<file path="src/rtl/smd_pkg.sv">
// Shared constants and types for the signed multiply-divide pipeline.
`default_nettype none

package smd_pkg;

	// Operand width taken from each 32-bit field; ports stay 32 bits wide.
	localparam int OPERAND_WIDTH = 32;
	localparam int FIELD_W       = 32;
	localparam int PROD_W        = 2 * OPERAND_WIDTH;

	// Largest positive quotient that fits in the signed operand width.
	localparam logic [PROD_W-1:0] LIM_POS = PROD_W'((64'd1 << (OPERAND_WIDTH - 1)) - 64'd1);

	// Data handed from one division cell to the next.
	typedef struct packed {
		logic                     valid;
		logic                     neg;
		logic                     dz;
		logic [OPERAND_WIDTH-1:0] den;
		logic [OPERAND_WIDTH-1:0] rem;
		logic [PROD_W-1:0]        dq;
	} cell_t;

	// One finished result.
	typedef struct packed {
		logic [FIELD_W-1:0] quotient;
		logic               divide_by_zero;
		logic               overflow;
	} res_t;

endpackage

`default_nettype wire

</file>
<file path="src/rtl/smd_back.sv">
// Back end: sign, wrap and overflow of the quotient, then output register and skid.
`default_nettype none

module smd_back (
	input  wire logic                        clk,
	input  wire logic                        arst_n,
	input  wire smd_pkg::cell_t              cell_in,
	output logic                             en,
	output logic                             out_valid,
	input  wire logic                        out_ready,
	output smd_pkg::res_t                    out_res
);
	import smd_pkg::*;

	logic [OPERAND_WIDTH-1:0]        qw;
	logic signed [OPERAND_WIDTH-1:0] qs;
	logic                            ovf;
	res_t                            res;
	res_t                            res_s3, out_q, skid_q;
	logic                            valid_s3, out_valid_q, skid_valid_q;

	// Apply the sign to the low bits and check the range
	always_comb begin
		qw  = cell_in.neg ? (~cell_in.dq[OPERAND_WIDTH-1:0] + 1'b1)
		                  : cell_in.dq[OPERAND_WIDTH-1:0];
		qs  = signed'(qw);
		ovf = cell_in.dq > (LIM_POS + PROD_W'(cell_in.neg));
		res.quotient       = cell_in.dz ? '0 : FIELD_W'(qs);
		res.divide_by_zero = cell_in.dz;
		res.overflow       = cell_in.dz ? 1'b0 : ovf;
	end

	// The pipeline moves whenever the skid stage is free
	assign en = !skid_valid_q;

	// Result stage, output register and skid stage
	always_ff @(posedge clk or negedge arst_n) begin
		if (!arst_n) begin
			valid_s3     <= 1'b0;
			out_valid_q  <= 1'b0;
			skid_valid_q <= 1'b0;
		end else begin
			if (en) begin
				valid_s3 <= cell_in.valid;
				res_s3   <= res;
			end
			if (!out_valid_q || out_ready) begin
				if (skid_valid_q) begin
					out_q        <= skid_q;
					out_valid_q  <= 1'b1;
					skid_valid_q <= 1'b0;
				end else begin
					out_q       <= res_s3;
					out_valid_q <= valid_s3;
				end
			end else if (en && valid_s3) begin
				skid_q       <= res_s3;
				skid_valid_q <= 1'b1;
			end
		end
	end

	assign out_valid = out_valid_q;
	assign out_res   = out_q;

endmodule

`default_nettype wire

</file>
<file path="config.mk">
export PLATFORM = sky130hd
export DESIGN_NAME = smd_back
export DESIGN_NICKNAME = d
export VERILOG_FILES = /design/src/rtl/smd_pkg.sv /design/src/rtl/smd_back.sv
export SDC_FILE = /design/constraint.sdc
export NUM_CORES = 1
export LEC_CHECK = 0
export BUFFER_PORTS_ARGS = -buffer_cell sky130_fd_sc_hd__buf_2
export CORE_MARGIN = 2
export CORE_UTILIZATION = 25
export DETAILED_ROUTE_END_ITERATION = 10
export PLACE_DENSITY_LB_ADDON = 0.3
export SLEW_MARGIN = 20
export SYNTH_ARGS = -nofsm -noshare
export SYNTH_HDL_FRONTEND = slang
export SYNTH_SLANG_ARGS = --single-unit
</file>
<file path="constraint.sdc">
create_clock -name clk -period 6.8 [get_ports clk]
set_clock_uncertainty 0.1 [all_clocks]
set_input_delay 1.36 -clock clk [delete_from_list [all_inputs] [get_ports clk]]
set_output_delay 1.36 -clock clk [all_outputs]
set_load 0.05 [all_outputs]
</file>
==> impl_metrics.env <==
export IMPL_status="completed"
export IMPL_floorplan_io_pins=170
export IMPL_timing_setup_critical_path_class="input port to register"
export IMPL_mostFrequentLayoutCell="sky130_fd_sc_hd__buf_2"
export IMPL_synth_area_per_cell_um2=13.9
export IMPL_power_frac_seq_pct=50.5
export IMPL_syn_inst=377
export IMPL_fin_nets=649
export IMPL_crit_arrival_ps=3590
export IMPL_crit_path_capture_type="register"
export IMPL_synth_flop_cell="sky130_fd_sc_hd__edfxtp_1"
export IMPL_p_sw_uw=420
export IMPL_vias_per_cell=4.47
export IMPL_overflow=0
export IMPL_num_vias=3394
export IMPL_yosysUniqueCellTypes=41
export IMPL_required_ps=6780
export IMPL_floorplan_die_width_um=149
export IMPL_drcViolationCount=0
export IMPL_cts_htree_levels=3
export IMPL_mostFrequentLayoutCells="sky130_fd_sc_hd__buf_2 (105), sky130_fd_sc_hd__edfxtp_1 (102), sky130_fd_sc_hd__nor2_1 (40)"
export IMPL_slew_viol_final=0
export IMPL_finalWorstPathRequiredPeriod_ps=3610
export IMPL_first_pass_grt_wire_length_um=17900
export IMPL_sequential_cell_area_um2=3140
export IMPL_grt_setup_unrepaired="false"
export IMPL_cts_hold_repair_buffers=0
export IMPL_synth_fp_nets=544
export IMPL_initial_core_utilization_pct=25.7
export IMPL_detail_route_wl_per_cell_um=15.0
export IMPL_synth_yosys_warnings=0
export IMPL_clock_insertion_delay_worst_skew_ps=340
export IMPL_finish_utilization_pct=31.2
export IMPL_hpwlAfterDp_um=8260
export IMPL_cts_post_setup_buffers_inserted=0
export IMPL_nFillCells=2040
export IMPL_timing_max_cap_violations=0
export IMPL_finalSetupTns_ps=0
export IMPL_first_pass_iters=4
export IMPL_antenna_found_initial=3
export IMPL_fin_crit_sh_pct=53.1
export IMPL_power_static_leakage_nw=2.41
export IMPL_timing_hold_worst_class="register to register"
export IMPL_clk_path_buf_depth=2
export IMPL_clk_root_buffer_cell="sky130_fd_sc_hd__clkbuf_16"
export IMPL_clkSinkCount=105
export IMPL_sw_frac_of_total_pct=26.6
export IMPL_ir_drop_mv=0.116
export IMPL_setup_viol=0
export IMPL_totalWireLength_um=11400
export IMPL_internal_dissipation_mw=1.16
export IMPL_total_area_of_multi_input_combinational_cells_um2=2010
export IMPL_number_of_rows_created_at_floorplan=52
export IMPL_placeableCoreArea_um2=20400
export IMPL_max_clock_freq_mhz=277
export IMPL_fraction_of_layout_cells_with_a_size_suffix_above_1_pct=34.5
export IMPL_combinationalPowerShare_pct=17.5
export IMPL_ys_async_sr_fraction_pct=2.86
export IMPL_syn2layout_area_growth_pct=21.4
export IMPL_timing_worst_slew_pin_value_ps=1000
export IMPL_setup_worst_path_start_class="input port"
export IMPL_dr_first_iter_drc_count=197
export IMPL_share_clk_of_total_power_pct=32.1
export IMPL_hold_viol=0
export IMPL_clk_pin_slew_worst_paths_ps=70
export IMPL_timing_max_slew_rel_slack_pct=33.0
export IMPL_die_height_um=149
export IMPL_tritoncts_num_buffers=9
export IMPL_timing_critical_path_fanout_max=37
export IMPL_grt_start_max_net_pins=39
export IMPL_design_die_area_um2=22100
export IMPL_grt_pass1_vias=3486
export IMPL_post_synth_instance_area_um2=5230
export IMPL_synth_seq_cells=105
export IMPL_grt_usage_pct=10.4
export IMPL_synth_enable_flop_cells=102
export IMPL_clock_tree_from_tritoncts="done"
export IMPL_cts_resized=0
export IMPL_io_buffers=105
export IMPL_power_density_nw_per_um2=248
export IMPL_routabilityCongestion=0.743
export IMPL_synth_yosys_seq_area_share_pct=60.0
export IMPL_ant_nets=0
-- cell usage after synthesis (all sizes together), types with 2 or more instances --
master	number	area, um^2
nor3	3	15.0
or4	2	18.8
or2	2	12.5
o31ai	11	82.6
nand4b	2	17.5
edfxtp	102	3060
nor2	41	154
nand2	12	45.0
mux2	35	394
or3	7	43.8
a21oi	13	65.1
dfrtp	3	75.1
ha	33	413
buf	4	33.8
o21ai	7	35.0
nor4	11	68.8
nand3	6	30.0
inv	4	15.0
a21boi	2	15.0
o41ai	12	154
a21o	3	22.5
nand4	8	50.1
nor2b	3	18.8
a31oi	2	12.5
clkbuf	11	41.3
xor2	28	245
-- layout make-up --
type / instances / area share, %
Antenna cell: 2 / 0.0788
Clock buffer: 10 / 3.61
Clock inverter: 6 / 0.926
Inverter: 4 / 0.236
Multi-Input combinational cell: 253 / 31.7
Sequential cell: 105 / 49.4
Tap cell: 270 / 5.32
Timing Repair Buffer: 109 / 8.75
-- per-stage QoR --
step / std cells / instance area (um^2) / hold WS [ps] / power (mW) / setup WS, ps
after floorplan: 377 / 5230 / 322 / 1.00 / 1720
after global placement: 741 / 6060 / 335 / 1.08 / 2860
after detailed placement: 741 / 6060 / 334 / 1.09 / 2830
after CTS: 757 / 6340 / 354 / 1.60 / 3190
after global routing: 757 / 6340 / 360 / 1.65 / 3030
final: 759 / 6350 / 350 / 1.58 / 3190
-- per-layer routing --
metal	share of wire (%)	global-route usage, %	wire, um	vias to the layer above
met5	0.14	0	16	-
met2	48	17.5	5440	79
li1	-	-	-	1674
met4	1.1	3.24	124	2
met1	45	12.8	5100	1631
met3	5.9	3.25	671	8
-- state kept, by name, indices dropped and copies added (netlist names) --
register / cells
out_res: 34
res_s3: 34
skid_q: 34
skid_valid_q: 1
out_valid: 1
valid_s3: 1
-- final timing paths --
path / from / endpoint / slack [ps] / depth (start not counted)
min: res_s3[20] / skid_q[20] / 350 / 0
min reg2reg: res_s3[20] / skid_q[20] / 350 / 0
max reg2reg: skid_valid_q / skid_q[10] / 4140 / 5
max in group asynchronous: arst_n / valid_s3 / 5760 / 1
max: cell_in[129] / res_s3[0] / 3190 / 8
min in group asynchronous: arst_n / skid_valid_q / 720 / 1
-- worst max-delay path, stage by stage --
cell                      delay (ps)
sky130_fd_sc_hd__buf_2           400
sky130_fd_sc_hd__buf_4           480
sky130_fd_sc_hd__ha_1            340
sky130_fd_sc_hd__a21oi_1         150
sky130_fd_sc_hd__nand2_1          70
sky130_fd_sc_hd__a221o_1         340
sky130_fd_sc_hd__o31ai_1         320
sky130_fd_sc_hd__a31oi_1         120
-- power groups by stage --
stage	combinational [mW]	clock (mW)	sequential [mW]
floorplan	0.124	0	0.877
global placement	0.273	0	0.808
detailed placement	0.278	0	0.811
CTS	0.279	0.523	0.797
global route	0.301	0.550	0.801
finish	0.276	0.506	0.796
-- logic make-up (layout without fill, tap and decap cells) --
group | count (synthesis) | count (layout) | synth area share (%)
adders and majority gates | 33 | 33 | 7.90
DFF | 105 | 105 | 60.0
and+or+nand+nor | 102 | 102 | 9.86
AOI/OAI and AO/OA | 53 | 53 | 7.92
xor gates and xnor gates | 29 | 29 | 4.86
buffers and inverters | 19 | 129 | 1.72
other | 0 | 2 | 0
muxes | 36 | 36 | 7.73
No activity file was read; power rests on OpenSTA's default activity.
