===== src/rtl/smd_pkg.sv =====
// Shared constants and types for the signed multiply-divide pipeline.
`default_nettype none

package smd_pkg;

	// Operand width taken from each 32-bit field; ports stay 32 bits wide.
	localparam int OPERAND_WIDTH = 32;
	localparam int FIELD_W       = 32;
	localparam int PROD_W        = 2 * OPERAND_WIDTH;

	// Largest positive quotient that fits in the signed operand width.
	localparam logic [PROD_W-1:0] LIM_POS = PROD_W'((64'd1 << (OPERAND_WIDTH - 1)) - 64'd1);

	// Data handed from one division cell to the next.
	typedef struct packed {
		logic                     valid;
		logic                     neg;
		logic                     dz;
		logic [OPERAND_WIDTH-1:0] den;
		logic [OPERAND_WIDTH-1:0] rem;
		logic [PROD_W-1:0]        dq;
	} cell_t;

	// One finished result.
	typedef struct packed {
		logic [FIELD_W-1:0] quotient;
		logic               divide_by_zero;
		logic               overflow;
	} res_t;

endpackage

`default_nettype wire


===== src/rtl/smd_front.sv =====
// Front end: operand magnitudes, combined sign and the magnitude product.
`default_nettype none

module smd_front (
	input  wire logic                        clk,
	input  wire logic                        arst_n,
	input  wire logic                        en,
	input  wire logic                        in_valid,
	input  wire logic [smd_pkg::FIELD_W-1:0] multiplicand,
	input  wire logic [smd_pkg::FIELD_W-1:0] multiplier,
	input  wire logic [smd_pkg::FIELD_W-1:0] divisor,
	output smd_pkg::cell_t                   cell_out
);
	import smd_pkg::*;

	logic [OPERAND_WIDTH-1:0] va, vb, vc;
	logic [OPERAND_WIDTH-1:0] ma, mb, mc;
	logic [OPERAND_WIDTH-1:0] ma_s1, mb_s1, mc_s1;
	logic                     neg_s1, dz_s1, valid_s1;
	cell_t                    cell_s2;

	// Take the low operand bits and form magnitudes
	always_comb begin
		va = multiplicand[OPERAND_WIDTH-1:0];
		vb = multiplier[OPERAND_WIDTH-1:0];
		vc = divisor[OPERAND_WIDTH-1:0];
		ma = va[OPERAND_WIDTH-1] ? (~va + 1'b1) : va;
		mb = vb[OPERAND_WIDTH-1] ? (~vb + 1'b1) : vb;
		mc = vc[OPERAND_WIDTH-1] ? (~vc + 1'b1) : vc;
	end

	// Stage 1: magnitudes, sign and zero-divisor flag
	always_ff @(posedge clk or negedge arst_n) begin
		if (!arst_n) begin
			valid_s1 <= 1'b0;
		end else if (en) begin
			valid_s1 <= in_valid;
			ma_s1    <= ma;
			mb_s1    <= mb;
			mc_s1    <= mc;
			neg_s1   <= va[OPERAND_WIDTH-1] ^ vb[OPERAND_WIDTH-1] ^ vc[OPERAND_WIDTH-1];
			dz_s1    <= (vc == '0);
		end
	end

	// Stage 2: unsigned product, loaded as the dividend of the first cell
	always_ff @(posedge clk or negedge arst_n) begin
		if (!arst_n) begin
			cell_s2.valid <= 1'b0;
		end else if (en) begin
			cell_s2.valid <= valid_s1;
			cell_s2.neg   <= neg_s1;
			cell_s2.dz    <= dz_s1;
			cell_s2.den   <= mc_s1;
			cell_s2.rem   <= '0;
			cell_s2.dq    <= PROD_W'(ma_s1) * PROD_W'(mb_s1);
		end
	end

	assign cell_out = cell_s2;

endmodule

`default_nettype wire


===== config.mk =====
export PLATFORM = sky130hd
export DESIGN_NAME = smd_front
export DESIGN_NICKNAME = d
export VERILOG_FILES = /design/src/rtl/smd_pkg.sv /design/src/rtl/smd_front.sv
export SDC_FILE = /design/constraint.sdc
export NUM_CORES = 2
export LEC_CHECK = 0
export BUFFER_PORTS_ARGS = -buffer_cell sky130_fd_sc_hd__buf_2
export CORE_MARGIN = 2
export CORE_UTILIZATION = 30
export DETAILED_ROUTE_END_ITERATION = 12
export PLACE_DENSITY_LB_ADDON = 0.05
export SETUP_SLACK_MARGIN = 0.15
export SYNTH_ARGS = -nofsm -noshare
export SYNTH_HDL_FRONTEND = slang
export SYNTH_SLANG_ARGS = --single-unit

===== constraint.sdc =====
create_clock -name clk -period 19.6 [get_ports clk]
set_input_delay 0.98 -clock clk [delete_from_list [all_inputs] [get_ports clk]]
set_output_delay 0.98 -clock clk [all_outputs]
set_load 0.02 [all_outputs]

==> run summary <==
=====================================================================================
Status                                                                   finished clean
Largest stage delay, worst path                                               1.10 ns
Largest net degree at the start of global routing                                  59
Cell mode on critical path                                               sky130_fd_sc_hd__fa_1
Die W                                                                          375 um
Buffers inserted by post-CTS timing repair                                          0
Most used flip-flop cell after synthesis                                 sky130_fd_sc_hd__edfxtp_1
Fin. max-slew vios                                                                  0
Critical path start-end classification                                   flip-flop to flip-flop
Post-Route Setup TNS                                                             0 ns
Fill cell count                                                                 14.3k
Yosys synthesis warning count                                                       0
Cells after synthesis                                                            4178
First-iteration detailed-routing DRC count                                       1334
Gr usage total                                                                  19.8%
Signal arrival time at the worst endpoint                                     9.00 ns
Fraction of the mapped netlist area in simple logic gates                       16.1%
Period Utilization, post-route                                                  44.5%
TritonCTS clock tree                                                             done
Area Overhead vs Synth                                                          8.39%
Buffer type at the clock tree root                                       sky130_fd_sc_hd__clkbuf_16
Fin Hold WS                                                                  0.232 ns
Endpoints failing setup                                                             0
Antenna violations before repair                                                   11
Flip-flop and latch count after synthesis                                         198
Area of the multi-input gates                                               31200 um2
Crit-path cells                                                          nand2_1 -> fa_1 -> inv_1 -> fa_1 -> inv_1 -> fa_1 -> fa_1 -> inv_1 -> fa_1 -> fa_1 -> fa_1 -> fa_1 -> ha_1 -> a21oi_1 -> a21boi_0 -> o211ai_1 -> a221oi_1 -> nand2_1 -> a31oi_1 -> o211a_1 -> o21ai_0 -> xor2_1
Number of core rows                                                               136
Timing-limited maximum frequency                                              115 MHz
Required @ worst endpoint                                                    19.88 ns
Critical-path maximum fanout                                                       32
Class of the tightest hold or removal check                              input pin to asynchronous set/reset pin
Hold buffers post-CTS                                                               0
# DRC                                                                               0
Sequential cell area                                                         5940 um2
Mux share of post-synthesis cell area                                         0.0788%
Fraction of layout cells with a size suffix above 1                             7.53%
Via-to-Cell Ratio                                                                4.61
Finished layout cell area                                                   44700 um2
Most frequent standard cell in the layout excluding fill and tap cells   sky130_fd_sc_hd__fa_1
Minimum clock period                                                          8.72 ns
Post-detailed-placement cell area                                           44100 um2
Number of nets with antenna violations after detailed routing                       0
Clk Latency, worst-skew pair                                                  0.53 ns
Register-to-register path setup slack                                        10.88 ns
Largest delay share family, worst path                                    adder cells
Remaining max-slew budget at the tightest pin                                   25.9%
Unrepaired setup endpoints after global routing                                    no
Cell depth of the worst flop-to-flop path                                          22
Die Outline Area                                                           141000 um2
Post-synthesis adder-cell area fraction                                         51.5%
Post-synthesis area per instance                                             9.88 um2
Wire length of the first global-routing pass                                206000 um
Routability-driven placement congestion ratio                                   0.807
Via total after detailed routing                                                27.9k
Initial standard-cell utilization of the core                                   30.1%
Count of flip-flops with a built-in enable after synthesis                        196
Post-synthesis sequential area ratio                                            14.4%
Dominant combinational cell family by area after synthesis                adder cells
Maximum clock path buffer count                                                     2
Worst setup SP type                                                         flip-flop
Number of different library cells in the post-synthesis netlist                    66
Clock tree skew after final layout                                          0.0328 ns
Xor and xnor fraction of the mapped netlist area                                3.23%
Final #Nets                                                                      5501
Total gr overflow                                                                   0
H-tree depth                                                                        4
First-pass detailed-route iteration total                                           5
Boundary Pins                                                                     231
Crit-path slowest cell                                                   sky130_fd_sc_hd__edfxtp_1
Endpoint class of the critical path                                         flip-flop
Clock slew seen by the registers of the worst setup and hold paths            0.11 ns
Via count of the first global-routing pass                                      31.3k
Number of buffers created by CTS                                                   17
Count of port buffers added during placement                                      198
Reg-to-reg endpoint                                                      cell_out[56]$_DFFE_PP_
Final Hold Violating Endpoints                                                      0
Combined area of all synthesized cells                                      41300 um2
Die span in y                                                                  375 um
Wire length after detailed routing                                          134000 um
Per-cell routed wire length                                                   22.2 um
Synthesized-area fraction occupied by ao, oa, aoi and oai cells                 4.32%
Reported max-cap violation count                                                    0
Reg-to-Reg Start                                                         mb_s1[2]$_DFFE_PP_
Transition time of the tightest slew-check pin                                1.11 ns
FFs w/ async S/R, synth                                                         1.01%
Most frequent cells in the layout                                        896 x sky130_fd_sc_hd__fa_1, 850 x sky130_fd_sc_hd__inv_1, 598 x sky130_fd_sc_hd__and2_1
Total of cells resized after clock tree synthesis                                   0
Final HPWL from detailed placement                                          100000 um
Critical path buffer and inverter count                                             3
Sink count of the clock tree                                                      198
Core ar.                                                                   137000 um2
=====================================================================================
sequential cells by signal, indices dropped and copies added, names as in the netlist:
name      flops
dz_s1         1
mb_s1        32
ma_s1        32
neg_s1        1
mc_s1        32
cell_out     99
valid_s1      1
stage by stage:
step           setup WS (ns)  instances  util, %
2_1_floorplan          12.23       4209        -
6_report               10.88       6050     32.7
3_5_place_dp           10.85       6014     32.2
5_1_grt                10.25       6047     32.7
3_3_place_gp           10.91       6014     32.2
4_1_cts                10.82       6046     32.7
how the worst max path moves through the flow:
stage,from,to,slack [ns],cells after the start
final,mb_s1[2]$_DFFE_PP_,cell_out[56]$_DFFE_PP_,10.88,22
after global routing,mb_s1[2]$_DFFE_PP_,cell_out[60]$_DFFE_PP_,10.25,22
after CTS,mb_s1[2]$_DFFE_PP_,cell_out[56]$_DFFE_PP_,10.82,22
after detailed placement,mb_s1[2]$_DFFE_PP_,cell_out[56]$_DFFE_PP_,10.85,22
after global placement,mb_s1[2]$_DFFE_PP_,cell_out[56]$_DFFE_PP_,10.91,22
after floorplan,mb_s1[8]$_DFFE_PP_,cell_out[60]$_DFFE_PP_,12.23,23
cells in the mapped netlist, drive strengths merged (2+ instances only):
cell | count | area, um2
a2111oi | 4 | 35.0
a211oi | 4 | 30.0
a21boi | 6 | 45.0
a21o | 33 | 248
a21oi | 76 | 380
a221oi | 2 | 17.5
a311o | 2 | 20.0
a311oi | 2 | 17.5
a31oi | 16 | 100
and2 | 599 | 3750
and3 | 8 | 50.1
buf | 33 | 244
clkbuf | 224 | 841
dfrtp | 2 | 50.1
edfxtp | 196 | 5890
fa | 896 | 17900
ha | 266 | 3330
inv | 850 | 3190
mux2 | 2 | 22.5
nand2 | 513 | 1930
nand2b | 11 | 76.3
nand3 | 8 | 40.0
nand3b | 2 | 15.0
nand4 | 22 | 138
nor2 | 43 | 161
nor2b | 7 | 43.8
nor3 | 12 | 71.3
nor3b | 4 | 30.0
nor4 | 11 | 90.1
o211a | 2 | 20.0
o211ai | 10 | 75.1
o21a | 4 | 30.0
o21ai | 68 | 340
o21bai | 13 | 97.6
o31ai | 15 | 113
o41ai | 16 | 148
or2 | 5 | 33.8
or3 | 13 | 86.3
or4 | 10 | 86.3
or4b | 2 | 20.0
xnor2 | 109 | 955
xor2 | 43 | 377
cell families after synthesis:
group | after synthesis
compound gates | 281
xor+xnor | 152
fa+ha+maj | 1162
buf+inv | 1108
flops | 198
mux | 3
other cells | 1
simple gates | 1273
per-layer routing:
| metal | part of all wire [%] | track usage, % | up-vias |
|---|---|---|---|
| met1 | 43 | 25.5 | 14802 |
| li1 | - | - | 12580 |
| met4 | 2.0 | 4.16 | 0 |
| met2 | 53 | 36.0 | 413 |
| met5 | 0 | 0 | - |
| met3 | 2.6 | 1.81 | 94 |
layout make-up:
class | instances | share of cell area, %
Antenna cell | 4 | 0.0224
Clock buffer | 17 | 0.951
Clock inverter | 15 | 0.520
Inverter | 851 | 7.14
Multi-Input combinational cell | 2903 | 69.7
Sequential cell | 198 | 13.3
Tap cell | 1794 | 5.02
Timing Repair Buffer | 268 | 3.39
worst register-to-register path: stages, from the launching register on:
cell and delay, ns:
sky130_fd_sc_hd__edfxtp_1 1.10, sky130_fd_sc_hd__nand2_1 0.20, sky130_fd_sc_hd__fa_1 0.58, sky130_fd_sc_hd__inv_1 0.05, sky130_fd_sc_hd__fa_1 0.48, sky130_fd_sc_hd__inv_1 0.05, sky130_fd_sc_hd__fa_1 0.50, sky130_fd_sc_hd__fa_1 0.56
sky130_fd_sc_hd__inv_1 0.05, sky130_fd_sc_hd__fa_1 0.48, sky130_fd_sc_hd__fa_1 0.57, sky130_fd_sc_hd__fa_1 0.43, sky130_fd_sc_hd__fa_1 0.44, sky130_fd_sc_hd__ha_1 0.44, sky130_fd_sc_hd__a21oi_1 0.26, sky130_fd_sc_hd__a21boi_0 0.35
sky130_fd_sc_hd__o211ai_1 0.16, sky130_fd_sc_hd__a221oi_1 0.31, sky130_fd_sc_hd__nand2_1 0.19, sky130_fd_sc_hd__a31oi_1 0.67, sky130_fd_sc_hd__o211a_1 0.34, sky130_fd_sc_hd__o21ai_0 0.13, sky130_fd_sc_hd__xor2_1 0.15
Power is not shown: default switching activity piles up to over one toggle a cycle in this logic, so the estimate is an artifact.
