**src/rtl/smd_pkg.sv**
```systemverilog
// Shared constants and types for the signed multiply-divide pipeline.
`default_nettype none

package smd_pkg;

	// Operand width taken from each 32-bit field; ports stay 32 bits wide.
	localparam int OPERAND_WIDTH = 32;
	localparam int FIELD_W       = 32;
	localparam int PROD_W        = 2 * OPERAND_WIDTH;

	// Largest positive quotient that fits in the signed operand width.
	localparam logic [PROD_W-1:0] LIM_POS = PROD_W'((64'd1 << (OPERAND_WIDTH - 1)) - 64'd1);

	// Data handed from one division cell to the next.
	typedef struct packed {
		logic                     valid;
		logic                     neg;
		logic                     dz;
		logic [OPERAND_WIDTH-1:0] den;
		logic [OPERAND_WIDTH-1:0] rem;
		logic [PROD_W-1:0]        dq;
	} cell_t;

	// One finished result.
	typedef struct packed {
		logic [FIELD_W-1:0] quotient;
		logic               divide_by_zero;
		logic               overflow;
	} res_t;

endpackage

`default_nettype wire

```
**src/rtl/smd_div_cell.sv**
```systemverilog
// One restoring-division cell: resolves a single quotient bit per transfer.
`default_nettype none

module smd_div_cell (
	input  wire logic     clk,
	input  wire logic     arst_n,
	input  wire logic     en,
	input  wire smd_pkg::cell_t cell_in,
	output smd_pkg::cell_t cell_out
);
	import smd_pkg::*;

	logic [OPERAND_WIDTH:0]   trial;
	logic [OPERAND_WIDTH:0]   diff;
	logic                     ge;
	logic [OPERAND_WIDTH-1:0] rem_next;
	cell_t                    cell_q;

	// Shift in the next dividend bit and try the subtraction
	always_comb begin
		trial    = {cell_in.rem, cell_in.dq[PROD_W-1]};
		diff     = trial - {1'b0, cell_in.den};
		ge       = (trial >= {1'b0, cell_in.den});
		rem_next = ge ? diff[OPERAND_WIDTH-1:0] : trial[OPERAND_WIDTH-1:0];
	end

	// Advance the partial remainder and quotient to the next cell
	always_ff @(posedge clk or negedge arst_n) begin
		if (!arst_n) begin
			cell_q.valid <= 1'b0;
		end else if (en) begin
			cell_q.valid <= cell_in.valid;
			cell_q.neg   <= cell_in.neg;
			cell_q.dz    <= cell_in.dz;
			cell_q.den   <= cell_in.den;
			cell_q.rem   <= rem_next;
			cell_q.dq    <= {cell_in.dq[PROD_W-2:0], ge};
		end
	end

	assign cell_out = cell_q;

endmodule

`default_nettype wire

```
**config.mk**
```make
export PLATFORM = sky130hd
export DESIGN_NAME = smd_div_cell
export DESIGN_NICKNAME = d
export VERILOG_FILES = /design/src/rtl/smd_pkg.sv /design/src/rtl/smd_div_cell.sv
export SDC_FILE = /design/constraint.sdc
export NUM_CORES = 1
export LEC_CHECK = 0
export BUFFER_PORTS_ARGS = -buffer_cell sky130_fd_sc_hd__buf_2
export CAP_MARGIN = 40
export CORE_UTILIZATION = 52
export DETAILED_ROUTE_END_ITERATION = 12
export PLACE_DENSITY = 0.95
export SYNTH_ARGS = -nofsm -noshare
export SYNTH_HDL_FRONTEND = slang
export SYNTH_SLANG_ARGS = --single-unit
```
**constraint.sdc**
```tcl
create_clock -name clk -period 1.9 [get_ports clk]
set_input_delay 0.095 -clock clk [delete_from_list [all_inputs] [get_ports clk]]
set_output_delay 0.095 -clock clk [all_outputs]
set_load 0.01 [all_outputs]
```
==> reports/metrics.yaml, run 1 <==
synth:
  synth.top_cell.area_share: 0.634
  synthTopCellsByArea: "edfxtp_1 (63%), ha_1 (6.5%), a21oi_1 (4.6%)"
  seq_area_frac_synth: 0.638
  synth_flop_cell: "edfxtp_1"
  syn_area_um2: 6160
  synth_edf_count: 130
  synth-seq-cells: 131
  syn_avg_cell_area_um2: 12.9
  syn_nets: 645
  ys_warn_count: 0
  async_flop_share: 0.00763
  ys_types: 49
  synth_cells: 478
  synthMostInstantiatedCell: "edfxtp_1"
  ys_top_cells_by_count: "edfxtp_1 (130), a21oi_1 (56), inv_1 (38)"
  synth_top_area_cell: "edfxtp_1"
clocking:
  cts_buffers: 17
  cts_root_buf: "clkbuf_16"
  cts.sinks: 131
  htreeDepth: 4
  cts_buffer_depth: 2
status:
  error_line: "[ERROR GRT-0232] Routing congestion too high. Check the congestion heatmap in the GUI."
  outcome.stop_stage: "global routing (5_1_grt)"
  status: "did not finish"
floorplanning:
  initial_utilization: 0.537
  rows: 39
  die_y_um: 111
  ios: 265
  fp.dieW_um: 111
global_routing:
  grt-ovfl-total: 86
  antenna_found_initial: 9
  grt_use_total: 0.815
  grt_start_max_net_pins: 66
place:
  io_buffers: 264
  hpwl_mm: 14.7
  gp_congestion: 0.972
  placed_area_um2: 8490
sta:
  postGrtWorstEndpoint: "cell_out[77]$_DFFE_PP_/D"
  worstEpCategory: "register data pin"
[metrics by stage]
stage	instances	setup WS, ns	utilization
after floorplan	478	-0.849	-
after global placement	967	-1.00	0.740
after detailed placement	967	-1.10	0.740
after CTS	1119	-0.571	0.926
[cell families after synthesis]
family,Yosys count,share of synthesized area
compound gates,119,0.119
xor+xnor,27,0.0384
buf+inv,56,0.0378
simple gates,100,0.0766
fa+ha+maj,33,0.0683
flops,131,0.638
mux,12,0.0217
[timing repair]
item,in CTS
setup endpoints to repair,33
setup buffers,9
hold buffers,109
hold endpoints to repair,107
cloned,3
pin swaps,22
gates resized for setup,79
[routing by layer]
layer / track usage / GRT overflow
met5: 0.171 / 3
met1: 0.812 / 0
met4: 0.884 / 35
met2: 0.968 / 47
met3: 0.657 / 1
==> run 2, diff against run 1 <==
--- a/config.mk
+++ b/config.mk
@@ -7,9 +7,9 @@
 export LEC_CHECK = 0
 export BUFFER_PORTS_ARGS = -buffer_cell sky130_fd_sc_hd__buf_2
 export CAP_MARGIN = 40
-export CORE_UTILIZATION = 52
+export CORE_UTILIZATION = 40
 export DETAILED_ROUTE_END_ITERATION = 12
-export PLACE_DENSITY = 0.95
+export PLACE_DENSITY_LB_ADDON = 0.15
 export SYNTH_ARGS = -nofsm -noshare
 export SYNTH_HDL_FRONTEND = slang
 export SYNTH_SLANG_ARGS = --single-unit
==> reports/metrics.yaml, run 2 <==
status:
  status: "finished, violations left"
  violations: "setup timing"
detailed_routing:
  drtPass1Iterations: 5
  drc: 0
  drt_iter0_markers: 306
  wire_per_inst_um: 17.7
  routed_wl_mm: 20.3
  via_count: 5656
  viasPerCell: 4.94
  ant_nets: 0
synth:
  synth_top_area_cell: "edfxtp_1"
  syn_avg_cell_area_um2: 12.9
  syn_nets: 645
  async_flop_share: 0.00763
  ys_warn_count: 0
  synth_edf_count: 130
  synthTopCellsByArea: "edfxtp_1 (63%), ha_1 (6.5%), a21oi_1 (4.6%)"
  synthMostInstantiatedCell: "edfxtp_1"
  synth-seq-cells: 131
  seq_area_frac_synth: 0.638
  synth_cells: 478
  syn_area_um2: 6160
  synth.top_cell.area_share: 0.634
  ys_types: 49
  ys_top_cells_by_count: "edfxtp_1 (130), a21oi_1 (56), inv_1 (38)"
  synth_flop_cell: "edfxtp_1"
sta:
  tightestPinTransition_ns: 0.615
  setup_viol: 33
  slew_headroom: 0.588
  period_share: 1.30
  slew_violations: 0
  rsz0062_at_grt: "yes"
  fin_crit_ns: 2.47
  fmax_ghz: 0.405
  postLayoutSetupSlackWorst_ns: -0.568
  fin_worst_skew_ns: 0
  fin_setup_tns_ns: -16.13
  final-hold-violation-count: 0
  holdWs_ns: 0.0143
floorplanning:
  initial_utilization: 0.417
  die_y_um: 126
  rows: 44
  core-area_um2: 14800
  die_area_um2: 15900
  ios: 265
  fp.dieW_um: 126
global_routing:
  grt-ovfl-total: 0
  grt_pass1_vias: 5944
  grtUsageMet1: 0.290
  grt_start_max_net_pins: 48
  use_met3: 0.0552
  grt_use_total: 0.258
  grt_busiest_layer: "met2"
  grt_first_pass_wirelength_mm: 31.0
  grt_use_met2: 0.468
  antenna_found_initial: 0
place:
  dpl.cell_count: 999
  io_buffers: 264
  hpwl_mm: 13.6
  gp_congestion: 0.831
layout:
  mostFrequentLayoutCells: "buf_2 (255), edfxtp_1 (130), dlygate4sd3_1 (104)"
  final_core_util: 0.709
  syn2layout_area_growth_pct: 69.9
  fillers: 1040
  seq_area_um2: 3930
  multiInputGateArea_um2: 2260
  largest_reg_flops: 131
  finalNonFillerCells: 1146
  nets: 1115
  drive_gt1_frac: 0.468
  layout_commonest_cell: "buf_2"
clocking:
  tritoncts: "built"
  htreeDepth: 4
  cts_buffer_depth: 2
  clkTransAtPathRegs_ns: 0.06
  cts.sinks: 131
  cts_root_buf: "clkbuf_16"
  cts_buffers: 17
  clock_latency_ns: 0.42
flow_run:
  maxCapViolCount: 0
critical_path:
  crit_required_ns: 2.07
  path_class: "input pin to flip-flop"
  startpoint_type: "input pin"
  cp-end-kind: "flip-flop"
  critPathMaxFanout: 9
  cp.arrival_ns: 2.64
power:
  p_leak_nw: 4.62
  powerDensity_nw_per_um2: 850
  vdd_drop_max_uv: 597
worst_hold_path:
  hold_class: "input pin to flip-flop"
[run 2: cell counts after synthesis]
No cell type changed its count.
[run 2: stage by stage]
step | worst slack (ns) | power [mW] | cell area [µm²]
2_1_floorplan | -0.849 | 4.47 | 6340
3_3_place_gp | -1.02 | 5.21 | 8460
3_5_place_dp | -1.16 | 5.23 | 8460
4_1_cts | -0.533 | 8.86 | 10400
5_1_grt | -0.699 | 9.24 | 10500
6_report | -0.568 | 8.89 | 10500
[run 2: final cells by class]
class / count / share of cell area
sequential: 131 / 0.376
clock buffer: 18 / 0.0410
inverter: 38 / 0.0153
antenna: 1 / 0.000239
tap: 184 / 0.0220
clock inverter: 14 / 0.0163
multi-input combinational: 291 / 0.216
timing repair buffer: 469 / 0.314
[run 2: what timing repair did]
item / CTS / global route
pin swaps: 12 / 0
endpoints found under the setup margin: 33 / 33
endpoints found under the hold margin: 102 / 0
gates cloned: 2 / 1
setup buffers: 5 / 2
gates resized for setup: 39 / 21
hold buffers: 104 / 0
[run 2: power by group]
group	leakage, nW	internal [mW]	total (mW)	switching, mW
Clock	0.288	1.98	3.36	1.38
Sequential	1.23	3.46	3.53	0.0647
Combinational	3.10	1.03	2.00	0.970
[run 2: cell families (layout without fill, tap and decap cells)]
kind of cell,after synthesis,in the layout,synth area share
adders and majority gates,33,33,0.0683
muxes,12,12,0.0217
buffers and inverters,56,539,0.0378
and+or+nand+nor,100,100,0.0766
other,0,1,0
DFF,131,131,0.638
xor gates and xnor gates,27,27,0.0384
AOI/OAI and AO/OA,119,119,0.119
[run 2: worst max-delay path, stage by stage]
cell and delay (ns):
buf_2 0.09, inv_1 0.07, ha_4 0.27, nand4_1 0.12, or4_4 0.58, a21oi_4 0.15
nor3_4 0.07, a211oi_2 0.25, o21ai_2 0.13, o31ai_4 0.26, buf_6 0.20, mux2_2 0.34
[run 2: worst paths after layout]
| kind | slack (ns) | depth (start not counted) | endpoint | startpoint |
|---|---|---|---|---|
| worst max-delay path | -0.57 | 12 | cell_out[70]$_DFFE_PP_ | cell_in[104] |
| worst max register to register | 0.57 | 2 | cell_out[130]$_DFFE_PN0P_ | cell_out[130]$_DFFE_PN0P_ |
| worst min register to register | 1.09 | 2 | cell_out[130]$_DFFE_PN0P_ | cell_out[130]$_DFFE_PN0P_ |
| max in group asynchronous | 1.22 | 3 | cell_out[130]$_DFFE_PN0P_ | arst_n |
| worst min-delay path | 0.01 | 2 | cell_out[68]$_DFFE_PP_ | cell_in[67] |
| min in group asynchronous | 0.56 | 3 | cell_out[130]$_DFFE_PN0P_ | arst_n |
[run 2: per-layer routing]
metal | wire [µm] | vias up
li1 | - | 2717
met1 | 8100 | 2676
met2 | 10400 | 222
met3 | 1180 | 41
met4 | 579 | 0
met5 | 0 | -
Power figures use the tool's default switching activity.
==> run 3, diff against run 2 <==
--- a/config.mk
+++ b/config.mk
@@ -9,6 +9,7 @@
 export CAP_MARGIN = 40
 export CORE_UTILIZATION = 40
 export DETAILED_ROUTE_END_ITERATION = 12
+export HOLD_SLACK_MARGIN = 0.06
 export PLACE_DENSITY_LB_ADDON = 0.15
 export SYNTH_ARGS = -nofsm -noshare
 export SYNTH_HDL_FRONTEND = slang
==> reports/metrics.yaml, run 3 (same netlist as run 2, synthesis figures left out) <==
global_routing:
  grt_use_total: 0.262
  grt-ovfl-total: 0
  grt_pass1_vias: 6149
  grt_first_pass_wirelength_mm: 31.8
  grt_start_max_net_pins: 48
  antenna_found_initial: 0
floorplanning:
  rows: 44
  initial_utilization: 0.417
  core-area_um2: 14800
  die_y_um: 126
  die_area_um2: 15900
  fp.dieW_um: 126
  ios: 265
status:
  status: "finished, violations left"
  violations: "setup timing"
sta:
  postLayoutSetupSlackWorst_ns: -0.563
  slew_headroom: 0.581
  fin_crit_ns: 2.46
  setup_viol: 33
  period_share: 1.30
  fmax_ghz: 0.406
  slew_violations: 0
  fin_worst_skew_ns: 0
  rsz0062_at_grt: "yes"
  tightestPinTransition_ns: 0.625
  holdWs_ns: 0.0946
  fin_setup_tns_ns: -15.88
  final-hold-violation-count: 0
detailed_routing:
  drtPass1Iterations: 4
  viasPerCell: 4.93
  wire_per_inst_um: 17.6
  ant_nets: 0
  drt_iter0_markers: 364
  drc: 0
  routed_wl_mm: 20.5
  via_count: 5748
power:
  total_power_mw: 8.93
  vdd_drop_max_uv: 576
  p_leak_nw: 4.72
  powerDensity_nw_per_um2: 835
clocking:
  cts.sinks: 131
  clkTransAtPathRegs_ns: 0.06
  cts_buffer_depth: 2
  tritoncts: "built"
  cts_buffers: 17
  htreeDepth: 4
  clock_latency_ns: 0.41
  cts_root_buf: "clkbuf_16"
layout:
  nets: 1135
  mostFrequentLayoutCells: "buf_2 (256), edfxtp_1 (130), dlygate4sd3_1 (125)"
  layout_commonest_cell: "buf_2"
  syn2layout_area_growth_pct: 73.9
  multiInputGateArea_um2: 2300
  final_core_util: 0.726
  drive_gt1_frac: 0.469
  finalNonFillerCells: 1166
  fillers: 999
  largest_reg_flops: 131
  stdcell_area_um2: 10700
  seq_area_um2: 3930
critical_path:
  path_class: "input pin to flip-flop"
  crit_required_ns: 2.07
  cp.arrival_ns: 2.63
  startpoint_type: "input pin"
  critPathMaxFanout: 4
  cp-end-kind: "flip-flop"
place:
  io_buffers: 264
  dpl.cell_count: 999
  hpwl_mm: 13.6
  gp_congestion: 0.831
  dp_slack_ns: -1.16
  placed_area_um2: 8460
flow_run:
  maxCapViolCount: 0
worst_hold_path:
  hold_class: "input pin to flip-flop"
run 3: cell count changes in the layout (fill, tap and decap cells not counted), sizes merged:
cell         before  now
dlygate4sd3     104  125
buf             365  364
run 3: worst paths after layout:
kind	from	end	slack, ns	cells after the start
worst min register to register	cell_out[130]$_DFFE_PN0P_	cell_out[130]$_DFFE_PN0P_	1.07	2
worst max-delay path	cell_in[78]	cell_out[94]$_DFFE_PP_	-0.56	11
worst min-delay path	cell_in[65]	cell_out[66]$_DFFE_PP_	0.09	3
max in group asynchronous	arst_n	cell_out[130]$_DFFE_PN0P_	1.23	3
worst max register to register	cell_out[130]$_DFFE_PN0P_	cell_out[130]$_DFFE_PN0P_	0.59	2
min in group asynchronous	arst_n	cell_out[130]$_DFFE_PN0P_	0.56	3
run 3: timing repair:
item / 4_1_cts / 5_1_grt
endpoints found under the hold margin: 123 / 0
setup endpoints to repair: 33 / 33
hold buffers: 125 / 0
buffers inserted: 5 / 2
pin swaps: 12 / 5
resized for setup: 39 / 36
gates cloned: 2 / 1
run 3: final cells by class:
class,count,share of cell area
Multi-Input combinational cell,291,0.215
Inverter,38,0.0150
Timing Repair Buffer,489,0.325
Sequential cell,131,0.367
Clock buffer,18,0.0401
Tap cell,184,0.0215
Antenna cell,1,0.000234
Clock inverter,14,0.0159
run 3: routing by layer:
layer	global-route usage	vias to the layer above	wire length [µm]
li1	-	2759	-
met1	0.303	2706	8250
met3	0.0531	51	1180
met4	0.133	0	784
met5	0	-	0
met2	0.462	232	10300
run 3: where the power goes:
part / total [mW] / switching, mW / internal, mW
sequential: 3.53 / 0.0649 / 3.46
clock: 3.35 / 1.37 / 1.98
combinational: 2.06 / 0.988 / 1.07
run 3: worst max-delay path, cell delays in order:
cell and delay, ns:
buf_8 0.10, ha_4 0.26, nand4_1 0.22, or4_4 0.56, a21oi_4 0.15, nor3_4 0.07, a211oi_2 0.25, o21ai_2 0.12
o31ai_4 0.24, buf_2 0.25, mux2_4 0.31
